<file path="src/hdl/keyframe_gated_frame_queue_unit_macros.svh">
// ---------------------------------------------------------------------------
// Assertion macros for the key-frame gated frame queue
// Shared concurrent assertion forms, clocked on rising edge, masked in reset.
// ---------------------------------------------------------------------------
`ifndef KEYFRAME_GATED_FRAME_QUEUE_UNIT_MACROS_SVH
`define KEYFRAME_GATED_FRAME_QUEUE_UNIT_MACROS_SVH

// same-cycle implication
`define KGFQ_ASSERT_SAME(lbl, clk, rst_n, ante, cons) \
  lbl: assert property (@(posedge clk) disable iff (!rst_n) (ante) |-> (cons)) \
    else $error("kgfq assertion failed");

// next-cycle implication
`define KGFQ_ASSERT_NEXT(lbl, clk, rst_n, ante, cons) \
  lbl: assert property (@(posedge clk) disable iff (!rst_n) (ante) |=> (cons)) \
    else $error("kgfq assertion failed");

`endif

</file>
<file path="src/hdl/kgfq_pkg.sv">
// ---------------------------------------------------------------------------
// kgfq_pkg
// Widths, operation codes, register indices and shared types.
// ---------------------------------------------------------------------------
`default_nettype none

package kgfq_pkg;

  localparam int DEPTH      = 16;
  localparam int PTR_W      = $clog2(DEPTH);
  localparam int CNT_W      = $clog2(DEPTH + 1);
  localparam int SUM_W      = CNT_W + 1;

  localparam int KIND_W     = 2;
  localparam int HANDLE_W   = 32;
  localparam int FLAGS_W    = 8;
  localparam int TIME_W     = 64;
  localparam int DROP_W     = 5;
  localparam int ENTRY_W    = HANDLE_W + TIME_W;

  localparam int IN_DATA_W  = HANDLE_W + FLAGS_W + TIME_W;
  localparam int OUT_DATA_W = 1 + DROP_W + 1 + 1 + HANDLE_W + TIME_W;

  localparam int LIMIT_W    = 5;
  localparam int AGE_W      = 32;
  localparam int CFG_ADDR_W = 1;
  localparam int CFG_DATA_W = 32;

  localparam logic [LIMIT_W-1:0] LIMIT_RST = LIMIT_W'(16);
  localparam logic [AGE_W-1:0]   AGE_RST   = AGE_W'(100000);

  localparam logic [CFG_ADDR_W-1:0] REG_QUEUE_LIMIT = CFG_ADDR_W'(0);
  localparam logic [CFG_ADDR_W-1:0] REG_MAX_AGE     = CFG_ADDR_W'(1);

  localparam logic [KIND_W-1:0] KIND_ENQUEUE  = 2'd0;
  localparam logic [KIND_W-1:0] KIND_POP      = 2'd1;
  localparam logic [KIND_W-1:0] KIND_DROP_KEY = 2'd2;
  localparam logic [KIND_W-1:0] KIND_RESET    = 2'd3;

  typedef struct packed {
    logic               we;
    logic [PTR_W-1:0]   waddr;
    logic [ENTRY_W-1:0] wdata;
    logic               re;
    logic [PTR_W-1:0]   raddr;
  } ram_req_t;

endpackage

`default_nettype wire

</file>
<file path="src/hdl/kgfq_store_ram.sv">
// ---------------------------------------------------------------------------
// kgfq_store_ram
// Simple dual-port entry store, one write and one registered read a cycle.
// ---------------------------------------------------------------------------
`default_nettype none

module kgfq_store_ram #(
  parameter int WIDTH  = 96,
  parameter int DEPTH_P = 16
) (
  input  wire logic                       clk,
  input  wire logic                       we,
  input  wire logic [$clog2(DEPTH_P)-1:0] waddr,
  input  wire logic [WIDTH-1:0]           wdata,
  input  wire logic                       re,
  input  wire logic [$clog2(DEPTH_P)-1:0] raddr,
  output logic      [WIDTH-1:0]           rdata
);

  logic [WIDTH-1:0] mem [DEPTH_P];

  always_ff @(posedge clk) begin
    if (we) begin
      mem[waddr] <= wdata;
    end
  end

  always_ff @(posedge clk) begin
    if (re) begin
      rdata <= mem[raddr];
    end
  end

endmodule

`default_nettype wire

</file>
<file path="src/hdl/kgfq_ctrl.sv">
// ---------------------------------------------------------------------------
// kgfq_ctrl
// Operation sequencer: read oldest entry, decide, write back, drive result.
// ---------------------------------------------------------------------------
`default_nettype none

`include "keyframe_gated_frame_queue_unit_macros.svh"

module kgfq_ctrl (
  input  wire logic                             clk,
  input  wire logic                             rst_n,
  input  wire logic                             in_tvalid,
  output logic                                  in_tready,
  input  wire logic [kgfq_pkg::IN_DATA_W-1:0]   in_tdata,
  input  wire logic [kgfq_pkg::KIND_W-1:0]      in_tuser,
  output logic                                  out_tvalid,
  input  wire logic                             out_tready,
  output logic      [kgfq_pkg::OUT_DATA_W-1:0]  out_tdata,
  input  wire logic [kgfq_pkg::LIMIT_W-1:0]     queue_limit,
  input  wire logic [kgfq_pkg::AGE_W-1:0]       max_age_us,
  output kgfq_pkg::ram_req_t                    ram_req,
  input  wire logic [kgfq_pkg::ENTRY_W-1:0]     ram_rdata
);

  localparam logic [1:0] ST_IDLE = 2'd0;
  localparam logic [1:0] ST_RD   = 2'd1;
  localparam logic [1:0] ST_EX   = 2'd2;

  logic [1:0]                        state_r, state_nxt;
  logic [kgfq_pkg::KIND_W-1:0]       kind_r;
  logic [kgfq_pkg::HANDLE_W-1:0]     handle_r;
  logic                              key_r;
  logic [kgfq_pkg::TIME_W-1:0]       now_r;
  logic [kgfq_pkg::PTR_W-1:0]        head_r, head_nxt;
  logic [kgfq_pkg::CNT_W-1:0]        cnt_r, cnt_nxt;
  logic                              wait_r, wait_nxt;
  logic                              out_valid_r;
  logic [kgfq_pkg::OUT_DATA_W-1:0]   out_data_r;

  logic                              in_fire;
  logic                              ex_fire;
  logic [kgfq_pkg::CNT_W-1:0]        cap;
  logic [kgfq_pkg::HANDLE_W-1:0]     rd_handle;
  logic [kgfq_pkg::TIME_W-1:0]       rd_time;
  logic [kgfq_pkg::TIME_W-1:0]       age;
  logic                              aged;
  logic [kgfq_pkg::SUM_W-1:0]        slot_sum;
  logic [kgfq_pkg::PTR_W-1:0]        slot;
  logic                              push;
  logic                              res_acc;
  logic [kgfq_pkg::DROP_W-1:0]       res_drop;
  logic                              res_disc;
  logic                              res_pvalid;
  logic [kgfq_pkg::HANDLE_W-1:0]     res_phandle;
  logic [kgfq_pkg::TIME_W-1:0]       res_ptime;

  assign in_tready  = (state_r == ST_IDLE);
  assign in_fire    = in_tvalid && in_tready;
  assign ex_fire    = (state_r == ST_EX) && (!out_valid_r || out_tready);
  assign out_tvalid = out_valid_r;
  assign out_tdata  = out_data_r;

  assign rd_handle = ram_rdata[kgfq_pkg::HANDLE_W-1:0];
  assign rd_time   = ram_rdata[kgfq_pkg::ENTRY_W-1:kgfq_pkg::HANDLE_W];

  always_comb begin
    if (queue_limit > kgfq_pkg::LIMIT_W'(kgfq_pkg::DEPTH)) begin
      cap = kgfq_pkg::CNT_W'(kgfq_pkg::DEPTH);
    end else begin
      cap = kgfq_pkg::CNT_W'(queue_limit);
    end
  end

  assign age  = now_r - rd_time;
  assign aged = (cnt_r != '0) && (now_r >= rd_time) &&
                (age > kgfq_pkg::TIME_W'(max_age_us));

  always_comb begin
    slot_sum = kgfq_pkg::SUM_W'(head_r) + kgfq_pkg::SUM_W'(cnt_r);
    if (key_r) begin
      slot_sum = kgfq_pkg::SUM_W'(head_r);
    end
    if (slot_sum >= kgfq_pkg::SUM_W'(kgfq_pkg::DEPTH)) begin
      slot_sum = slot_sum - kgfq_pkg::SUM_W'(kgfq_pkg::DEPTH);
    end
    slot = slot_sum[kgfq_pkg::PTR_W-1:0];
  end

  always_comb begin
    head_nxt    = head_r;
    cnt_nxt     = cnt_r;
    wait_nxt    = wait_r;
    push        = 1'b0;
    res_acc     = 1'b0;
    res_drop    = '0;
    res_disc    = 1'b0;
    res_pvalid  = 1'b0;
    res_phandle = '0;
    res_ptime   = '0;
    unique case (kind_r)
      kgfq_pkg::KIND_ENQUEUE: begin
        if (aged) begin
          res_drop = kgfq_pkg::DROP_W'(cnt_r) + kgfq_pkg::DROP_W'(1);
          res_disc = 1'b1;
          cnt_nxt  = '0;
          wait_nxt = 1'b1;
        end else if (wait_r && !key_r) begin
          res_drop = kgfq_pkg::DROP_W'(1);
          res_disc = 1'b1;
        end else if (key_r) begin
          res_drop = kgfq_pkg::DROP_W'(cnt_r);
          cnt_nxt  = kgfq_pkg::CNT_W'(1);
          wait_nxt = 1'b0;
          push     = 1'b1;
          res_acc  = 1'b1;
        end else if (cap == '0 || cnt_r >= cap) begin
          res_drop = kgfq_pkg::DROP_W'(cnt_r) + kgfq_pkg::DROP_W'(1);
          res_disc = 1'b1;
          cnt_nxt  = '0;
          wait_nxt = 1'b1;
        end else begin
          cnt_nxt  = cnt_r + kgfq_pkg::CNT_W'(1);
          push     = 1'b1;
          res_acc  = 1'b1;
        end
      end
      kgfq_pkg::KIND_POP: begin
        if (cnt_r != '0) begin
          res_pvalid  = 1'b1;
          res_phandle = rd_handle;
          res_ptime   = rd_time;
          cnt_nxt     = cnt_r - kgfq_pkg::CNT_W'(1);
          if (head_r == kgfq_pkg::PTR_W'(kgfq_pkg::DEPTH - 1)) begin
            head_nxt = '0;
          end else begin
            head_nxt = head_r + kgfq_pkg::PTR_W'(1);
          end
        end
      end
      kgfq_pkg::KIND_DROP_KEY: begin
        res_drop = kgfq_pkg::DROP_W'(cnt_r);
        cnt_nxt  = '0;
        wait_nxt = 1'b1;
      end
      kgfq_pkg::KIND_RESET: begin
        cnt_nxt  = '0;
        wait_nxt = 1'b1;
      end
      default: begin
        cnt_nxt = cnt_r;
      end
    endcase
  end

  always_comb begin
    ram_req.we    = ex_fire && push;
    ram_req.waddr = slot;
    ram_req.wdata = {now_r, handle_r};
    ram_req.re    = (state_r == ST_RD);
    ram_req.raddr = head_r;
  end

  always_comb begin
    state_nxt = state_r;
    unique case (state_r)
      ST_IDLE: begin
        if (in_fire) begin
          state_nxt = ST_RD;
        end
      end
      ST_RD: begin
        state_nxt = ST_EX;
      end
      ST_EX: begin
        if (ex_fire) begin
          state_nxt = ST_IDLE;
        end
      end
      default: begin
        state_nxt = ST_IDLE;
      end
    endcase
  end

  always_ff @(posedge clk) begin
    if (!rst_n) begin
      state_r     <= ST_IDLE;
      head_r      <= '0;
      cnt_r       <= '0;
      wait_r      <= 1'b1;
      out_valid_r <= 1'b0;
    end else begin
      state_r <= state_nxt;
      if (ex_fire) begin
        head_r      <= head_nxt;
        cnt_r       <= cnt_nxt;
        wait_r      <= wait_nxt;
        out_valid_r <= 1'b1;
      end else if (out_tready) begin
        out_valid_r <= 1'b0;
      end
    end
  end

  always_ff @(posedge clk) begin
    if (in_fire) begin
      kind_r   <= in_tuser;
      handle_r <= in_tdata[kgfq_pkg::HANDLE_W-1:0];
      key_r    <= in_tdata[kgfq_pkg::HANDLE_W];
      now_r    <= in_tdata[kgfq_pkg::IN_DATA_W-1:kgfq_pkg::HANDLE_W+kgfq_pkg::FLAGS_W];
    end
    if (ex_fire) begin
      out_data_r <= {res_ptime, res_phandle, res_pvalid, res_disc, res_drop, res_acc};
    end
  end

  `KGFQ_ASSERT_SAME(a_cnt_bound, clk, rst_n, 1'b1, cnt_r <= kgfq_pkg::CNT_W'(kgfq_pkg::DEPTH))
  `KGFQ_ASSERT_SAME(a_wr_in_ex, clk, rst_n, ram_req.we, state_r == ST_EX)
  `KGFQ_ASSERT_SAME(a_acc_xor_pop, clk, rst_n, out_valid_r, !(out_data_r[0] && out_data_r[7]))
  `KGFQ_ASSERT_NEXT(a_pop_dec, clk, rst_n, ex_fire && res_pvalid,
                    cnt_r == $past(cnt_r) - kgfq_pkg::CNT_W'(1))

endmodule

`default_nettype wire

</file>
<file path="src/hdl/keyframe_gated_frame_queue_unit.sv">
// ---------------------------------------------------------------------------
// keyframe_gated_frame_queue_unit
// Frame descriptor queue with age flush and key-frame gating.
// ---------------------------------------------------------------------------
// Usage:
//   Each input transaction carries one operation in in_tuser (enqueue, pop,
//   drop until key frame, reset) and the frame handle, flags and current
//   time in in_tdata. Each operation gives exactly one result transaction
//   on the out_ group: accepted, dropped count, discontinuity, and for a pop
//   the oldest handle and its reception time.
//   An accepted operation passes through a read state (oldest entry read from
//   the entry store) and an execute state (write back), and no new operation
//   is taken until it completes. Registers (queue limit, maximum age) are
//   written through cfg_we, cfg_addr and cfg_wdata; the user must write them
//   only while no operation is in flight, as the block does not enforce this.
//   After reset the queue is empty, waits for a key frame and the registers
//   hold their defaults (limit 16, age 100000 us); no clearing pass is run.
//   When out_tready is low the finished result is held in the output
//   register and the next operation waits in the execute step; in_tready
//   stays low until that operation can complete.
// ---------------------------------------------------------------------------
`default_nettype none

module keyframe_gated_frame_queue_unit (
  input  wire logic                              clk,
  input  wire logic                              rst_n,
  // in_tdata: frame_handle[31:0], frame_flags[39:32], now_us[103:40]
  input  wire logic [kgfq_pkg::IN_DATA_W-1:0]    in_tdata,
  // in_tuser: kind[1:0]
  input  wire logic [kgfq_pkg::KIND_W-1:0]       in_tuser,
  input  wire logic                              in_tvalid,
  output logic                                   in_tready,
  // out_tdata: accepted[0], dropped_count[5:1], discontinuity[6],
  //            pop_valid[7], pop_handle[39:8], pop_time_us[103:40]
  output logic      [kgfq_pkg::OUT_DATA_W-1:0]   out_tdata,
  output logic                                   out_tvalid,
  input  wire logic                              out_tready,
  input  wire logic                              cfg_we,
  input  wire logic [kgfq_pkg::CFG_ADDR_W-1:0]   cfg_addr,
  input  wire logic [kgfq_pkg::CFG_DATA_W-1:0]   cfg_wdata
);

  logic [kgfq_pkg::LIMIT_W-1:0] queue_limit_r;
  logic [kgfq_pkg::AGE_W-1:0]   max_age_r;
  kgfq_pkg::ram_req_t           ram_req;
  logic [kgfq_pkg::ENTRY_W-1:0] ram_rdata;

  always_ff @(posedge clk) begin
    if (!rst_n) begin
      queue_limit_r <= kgfq_pkg::LIMIT_RST;
      max_age_r     <= kgfq_pkg::AGE_RST;
    end else if (cfg_we) begin
      unique case (cfg_addr)
        kgfq_pkg::REG_QUEUE_LIMIT: queue_limit_r <= cfg_wdata[kgfq_pkg::LIMIT_W-1:0];
        kgfq_pkg::REG_MAX_AGE:     max_age_r     <= cfg_wdata[kgfq_pkg::AGE_W-1:0];
        default:                   max_age_r     <= max_age_r;
      endcase
    end
  end

  kgfq_ctrl u_ctrl (
    .clk         (clk),
    .rst_n       (rst_n),
    .in_tvalid   (in_tvalid),
    .in_tready   (in_tready),
    .in_tdata    (in_tdata),
    .in_tuser    (in_tuser),
    .out_tvalid  (out_tvalid),
    .out_tready  (out_tready),
    .out_tdata   (out_tdata),
    .queue_limit (queue_limit_r),
    .max_age_us  (max_age_r),
    .ram_req     (ram_req),
    .ram_rdata   (ram_rdata)
  );

  kgfq_store_ram #(
    .WIDTH   (kgfq_pkg::ENTRY_W),
    .DEPTH_P (kgfq_pkg::DEPTH)
  ) u_store (
    .clk   (clk),
    .we    (ram_req.we),
    .waddr (ram_req.waddr),
    .wdata (ram_req.wdata),
    .re    (ram_req.re),
    .raddr (ram_req.raddr),
    .rdata (ram_rdata)
  );

endmodule

`default_nettype wire
</file>
<file path="config.mk">
export PLATFORM = sky130hd
export DESIGN_NAME = keyframe_gated_frame_queue_unit
export DESIGN_NICKNAME = d
export VERILOG_FILES = /design/src/hdl/kgfq_pkg.sv /design/src/hdl/kgfq_store_ram.sv /design/src/hdl/kgfq_ctrl.sv /design/src/hdl/keyframe_gated_frame_queue_unit.sv
export VERILOG_INCLUDE_DIRS = /design/src /design/src/hdl
export SDC_FILE = /design/constraint.sdc
export NUM_CORES = 2
export LEC_CHECK = 0
export ABC_AREA = 1
export BUFFER_PORTS_ARGS = -buffer_cell sky130_fd_sc_hd__clkbuf_2
export CORE_ASPECT_RATIO = 0.8
export CORE_UTILIZATION = 51
export DETAILED_ROUTE_END_ITERATION = 10
export GPL_ROUTABILITY_DRIVEN = 0
export PLACE_DENSITY = 0.74
export SYNTH_ARGS = -nofsm -noshare
export SYNTH_HDL_FRONTEND = slang
export SYNTH_HIERARCHICAL = 1
export SYNTH_SLANG_ARGS = --single-unit
</file>
<file path="constraint.sdc">
create_clock -name clk -period 12.6 [get_ports clk]
set_clock_uncertainty 0.05 [all_clocks]
set_input_delay 2.52 -clock clk [delete_from_list [all_inputs] [get_ports clk]]
set_output_delay 2.52 -clock clk [all_outputs]
set_load 0.1 [all_outputs]
</file>
==> PnR_summary.wiki <==
{| class="wikitable"
! Metric !! Value
|-
| Routed via count || just under 60000
|-
| Clock buffer count from CTS || 179
|-
| Pin count of the biggest net entering global routing || between 200 and 250
|-
| Mapped Nets || roughly 8800
|-
| Minimum period implied by the final worst setup slack || around 7.8 ns
|-
| Clock-pin slew reported for the worst setup and hold paths after clock tree synthesis || about 0.060 ns
|-
| Number of nets at the end of the flow || 8922
|-
| Die W || approximately 460 um
|-
| Synth area leaders || edfxtp_1 (65%), nand2_1 (12%), nand3_1 (7.3%)
|-
| Sink count of the clock tree || ~1900
|-
| Worst Reg-to-Reg Cells || 28
|-
| Share of layout cells above drive strength 1 || 7.200%
|-
| H-tree level count || 4
|-
| Cell class contributing the biggest share of worst-path delay || simple AND/OR/NAND/NOR gates
|-
| Count of unique library cells instantiated by Yosys || 48
|-
| Placeable Area || between 150000 and 200000 um^2
|-
| Number of I/O port buffers || 242
|-
| Max IR drop VDD || 152.1 uV
|-
| Actual transition at the worst max-transition pin || 1.231 ns
|-
| Total length of routed wires || 225.0 mm
|-
| Root Buffer || clkbuf_16
|-
| Area share of the largest cell type after synthesis || approximately 65%
|-
| Number of iterations in the first detailed-routing pass || 8
|-
| Wire length of the first global-routing pass || 334.0 mm
|-
| Capturing instance or port of the critical path || u_store/mem[13][18]
|-
| Placed instance count || 10650
|-
| Number of flip-flops and latches in the synthesized netlist || roughly 1900
|-
| Routed length per instance || roughly 21 um
|-
| Count of final max-slew check failures || 0
|-
| Via-to-Cell Ratio || 5.428
|-
| Placed cell area || 87750 um^2
|-
| Upper clock frequency limit || 128.9 MHz
|-
| CP Max Fanout || 49
|-
| Initial core utilization || 51.53%
|-
| Warnings from Yosys || 6
|-
| Timing startpoint of the critical path || u_ctrl/now_r[29]
|-
| Static power due to leakage || 0.04063 uW
|-
| Cell at the slowest stage of the critical path || nor2_4
|-
| Detailed router's first-iteration violation count || 8125
|-
| Overall die height || 366.9 um
|-
| Kind of end point of the critical path || register
|-
| Status || complete, no violations
|-
| Cell repeated most along the worst path || nand2_1
|-
| Terminus of the critical flop-to-flop path || u_store/mem[13][18]
|-
| CTS max path bufs || 3
|-
| Cell area after synthesis || 84900 um^2
|-
| Remaining DRCs || 0
|-
| Post-Syn Instances || 8523
|-
| Half-perimeter wire length after detailed placement || 125.7 mm
|-
| Worst Setup Start Kind || register
|-
| Pwr dens || 137.9 nW/um^2
|-
| Number of antenna violations at the first check in global routing || 8
|-
| Setup Buffers After CTS || 0
|-
| Class of the tightest hold or removal check || reg -> reg
|-
| Row cnt || 133
|-
| # resized after CTS || 0
|-
| Number of max-cap violations || 0
|-
| Post-route insts no fill || ~11000
|-
| Count of pins on the block boundary || 250
|-
| Hold-fix buffers, CTS || 0
|-
| Total congestion overflow after global routing || 0
|-
| Final worst-path cycle share || 61.59%
|-
| Die Footprint || 168100 um^2
|-
| Final setup fails || 0
|-
| Worst skew pair latency || 0.83 ns
|-
| Count of cell instances traversed by the critical path || 28
|-
| GRT Total Usage || 26.28%
|-
| Post-Route Setup TNS || 0 ns
|-
| Kind of critical path || reg -> reg
|-
| Largest stage delay, worst path || 1.00 ns
|-
| Post-synthesis to final-layout area growth || 9.944%
|-
| Synthesized area per cell || 9.961 um^2
|-
| Max_slew headroom || between 15 and 20%
|-
| Count of nets left with antenna violations after detail routing || 0
|-
| Design Area, Final || 93340 um^2
|-
| CTS tree || built
|-
| Number of global-route vias before repair || 55580
|-
| Crit path required time || 12.98 ns
|-
| Unrepaired setup endpoints after global routing || no
|-
| Commonest register cell after synthesis || edfxtp_1
|-
| Data arrival time of the critical path || approximately 8.1 ns
|-
| Worst reg-to-reg setup slack || 4.84 ns
|-
| Final count of hold timing violations || 0
|-
| Proportion of synthesized chip area in sequential cells || 66.08%
|-
| Number of synthesized flops with an enable pin || approximately 1800
|-
| Critical path buffer and inverter count || 3
|-
| Fraction of synthesis flops using an asynchronous set or reset pin || 0%
|-
| R2R Path Start || u_ctrl/now_r[29]
|-
| Cell type with the highest aggregate area in the netlist || edfxtp_1
|}
through the flow:
stage	total power [uW]	utilization (%)	hold slack (ns)	setup slack (ns)
floorplan	7550	-	0.3787	1.840
global placement	7768	53.27	0.3907	5.128
detailed placement	7784	53.27	0.4133	4.941
CTS	12930	56.65	0.4307	4.909
global route	13250	56.65	0.4622	4.217
finish	12870	56.66	0.4285	4.840
logic make-up after synthesis:
group                      count (synthesis)  share of synthesized area (%)
AOI/OAI and AO/OA                        149                         0.9653
xor gates and xnor gates                  35                         0.3611
adders and majority gates                109                          1.624
buffers and inverters                   1991                          9.554
DFF                                     1885                          66.08
and+or+nand+nor                         4354                          21.41
cells in the mapped netlist, types with 2 or more instances:
library cell and instances:
nand2_1 2699, edfxtp_1 1835, inv_1 1627, nand3_1 1242
nor2_1 322, buf_2 149, ha_1 107, clkbuf_1 84
a21oi_1 68, dfxtp_1 50, buf_4 40, buf_6 35
xor2_1 33, o21ai_0 32, buf_1 31, o21ai_1 23
nand4_1 22, nor2_2 16, nor3_1 16, inv_2 13
nand3b_1 11, o211ai_1 8, nand3_2 7, clkinv_1 6
o21bai_1 6, nor3_2 4, o21a_1 4, buf_8 3
nand2_2 3, nor4_1 3, a211oi_1 2, and2_1 2
and3_1 2, clkbuf_2 2, fa_1 2, xnor2_1 2
worst register-to-register path: cells and delay by family, from the launching register on:
family | cells | cell delay, ns
xor gates and xnor gates | 1 | 0.40
DFF | 1 | 0.70
buffers and inverters | 3 | 1.14
and+or+nand+nor | 22 | 4.27
adders and majority gates | 2 | 0.79
layout make-up:
cell class,instances,area [um^2]
fillers,13440,71410
clock inverters,91,797.0
flip-flops and latches,1885,56120
diodes,2,5.005
repair buffers,309,1889
multi-input cells,4647,20830
well taps,2160,2703
inverters,1647,6212
clock buffers,227,4785
power by group:
group          total, uW  internal [uW]  switching, uW
Clock               5200           2890           2310
Combinational        620            171            449
Sequential          7050           6950            102
Total              12900          10000           2860
flip-flops by register name, indices dropped and copies added, names as in the netlist, 4 cells and up:
signal and count:
u_store/rdata 96, u_ctrl/out_tdata 104, u_ctrl/head_r 4, u_ctrl/cnt_r 5, max_age_r 32, u_ctrl/now_r 64, u_ctrl/handle_r 32, u_store/mem 1536
queue_limit_r 5
cell usage in the layout, fill, tap and decap left out, drive strengths merged, types with 20 or more instances in the layout:
master	netlist	routed
nand2	2703	2703
edfxtp	1835	1835
inv	1641	1653
nand3	1249	1249
clkbuf	86	469
nor2	339	339
ha	107	107
clkinv	6	73
a21oi	68	68
buf	258	67
o21ai	56	56
dfxtp	50	50
xor2	33	33
nand4	22	22
nor3	20	20
layer usage:
| metal | vias to the layer above | global-route usage, % | wire, um |
|---|---|---|---|
| met4 | 6 | 8.525 | 6802 |
| li1 | 27590 | - | - |
| met3 | 465 | 4.646 | 23520 |
| met5 | - | 0 | 40 |
| met2 | 3192 | 40.92 | 102800 |
| met1 | 28280 | 37.46 | 91850 |
how the worst min path moves through the flow:
| stage | start | end | slack [ns] | cells after the start |
|---|---|---|---|---|
| after floorplan | u_ctrl/wait_r | u_ctrl/wait_r | 0.38 | 2 |
| after global placement | u_ctrl/wait_r | u_ctrl/wait_r | 0.39 | 2 |
| after detailed placement | u_ctrl/wait_r | u_ctrl/wait_r | 0.41 | 2 |
| after CTS | u_ctrl/wait_r | u_ctrl/wait_r | 0.43 | 2 |
| after global routing | max_age_r[12] | max_age_r[12] | 0.46 | 2 |
| final | u_ctrl/wait_r | u_ctrl/wait_r | 0.43 | 2 |
No activity file was read; power rests on OpenSTA's default activity.
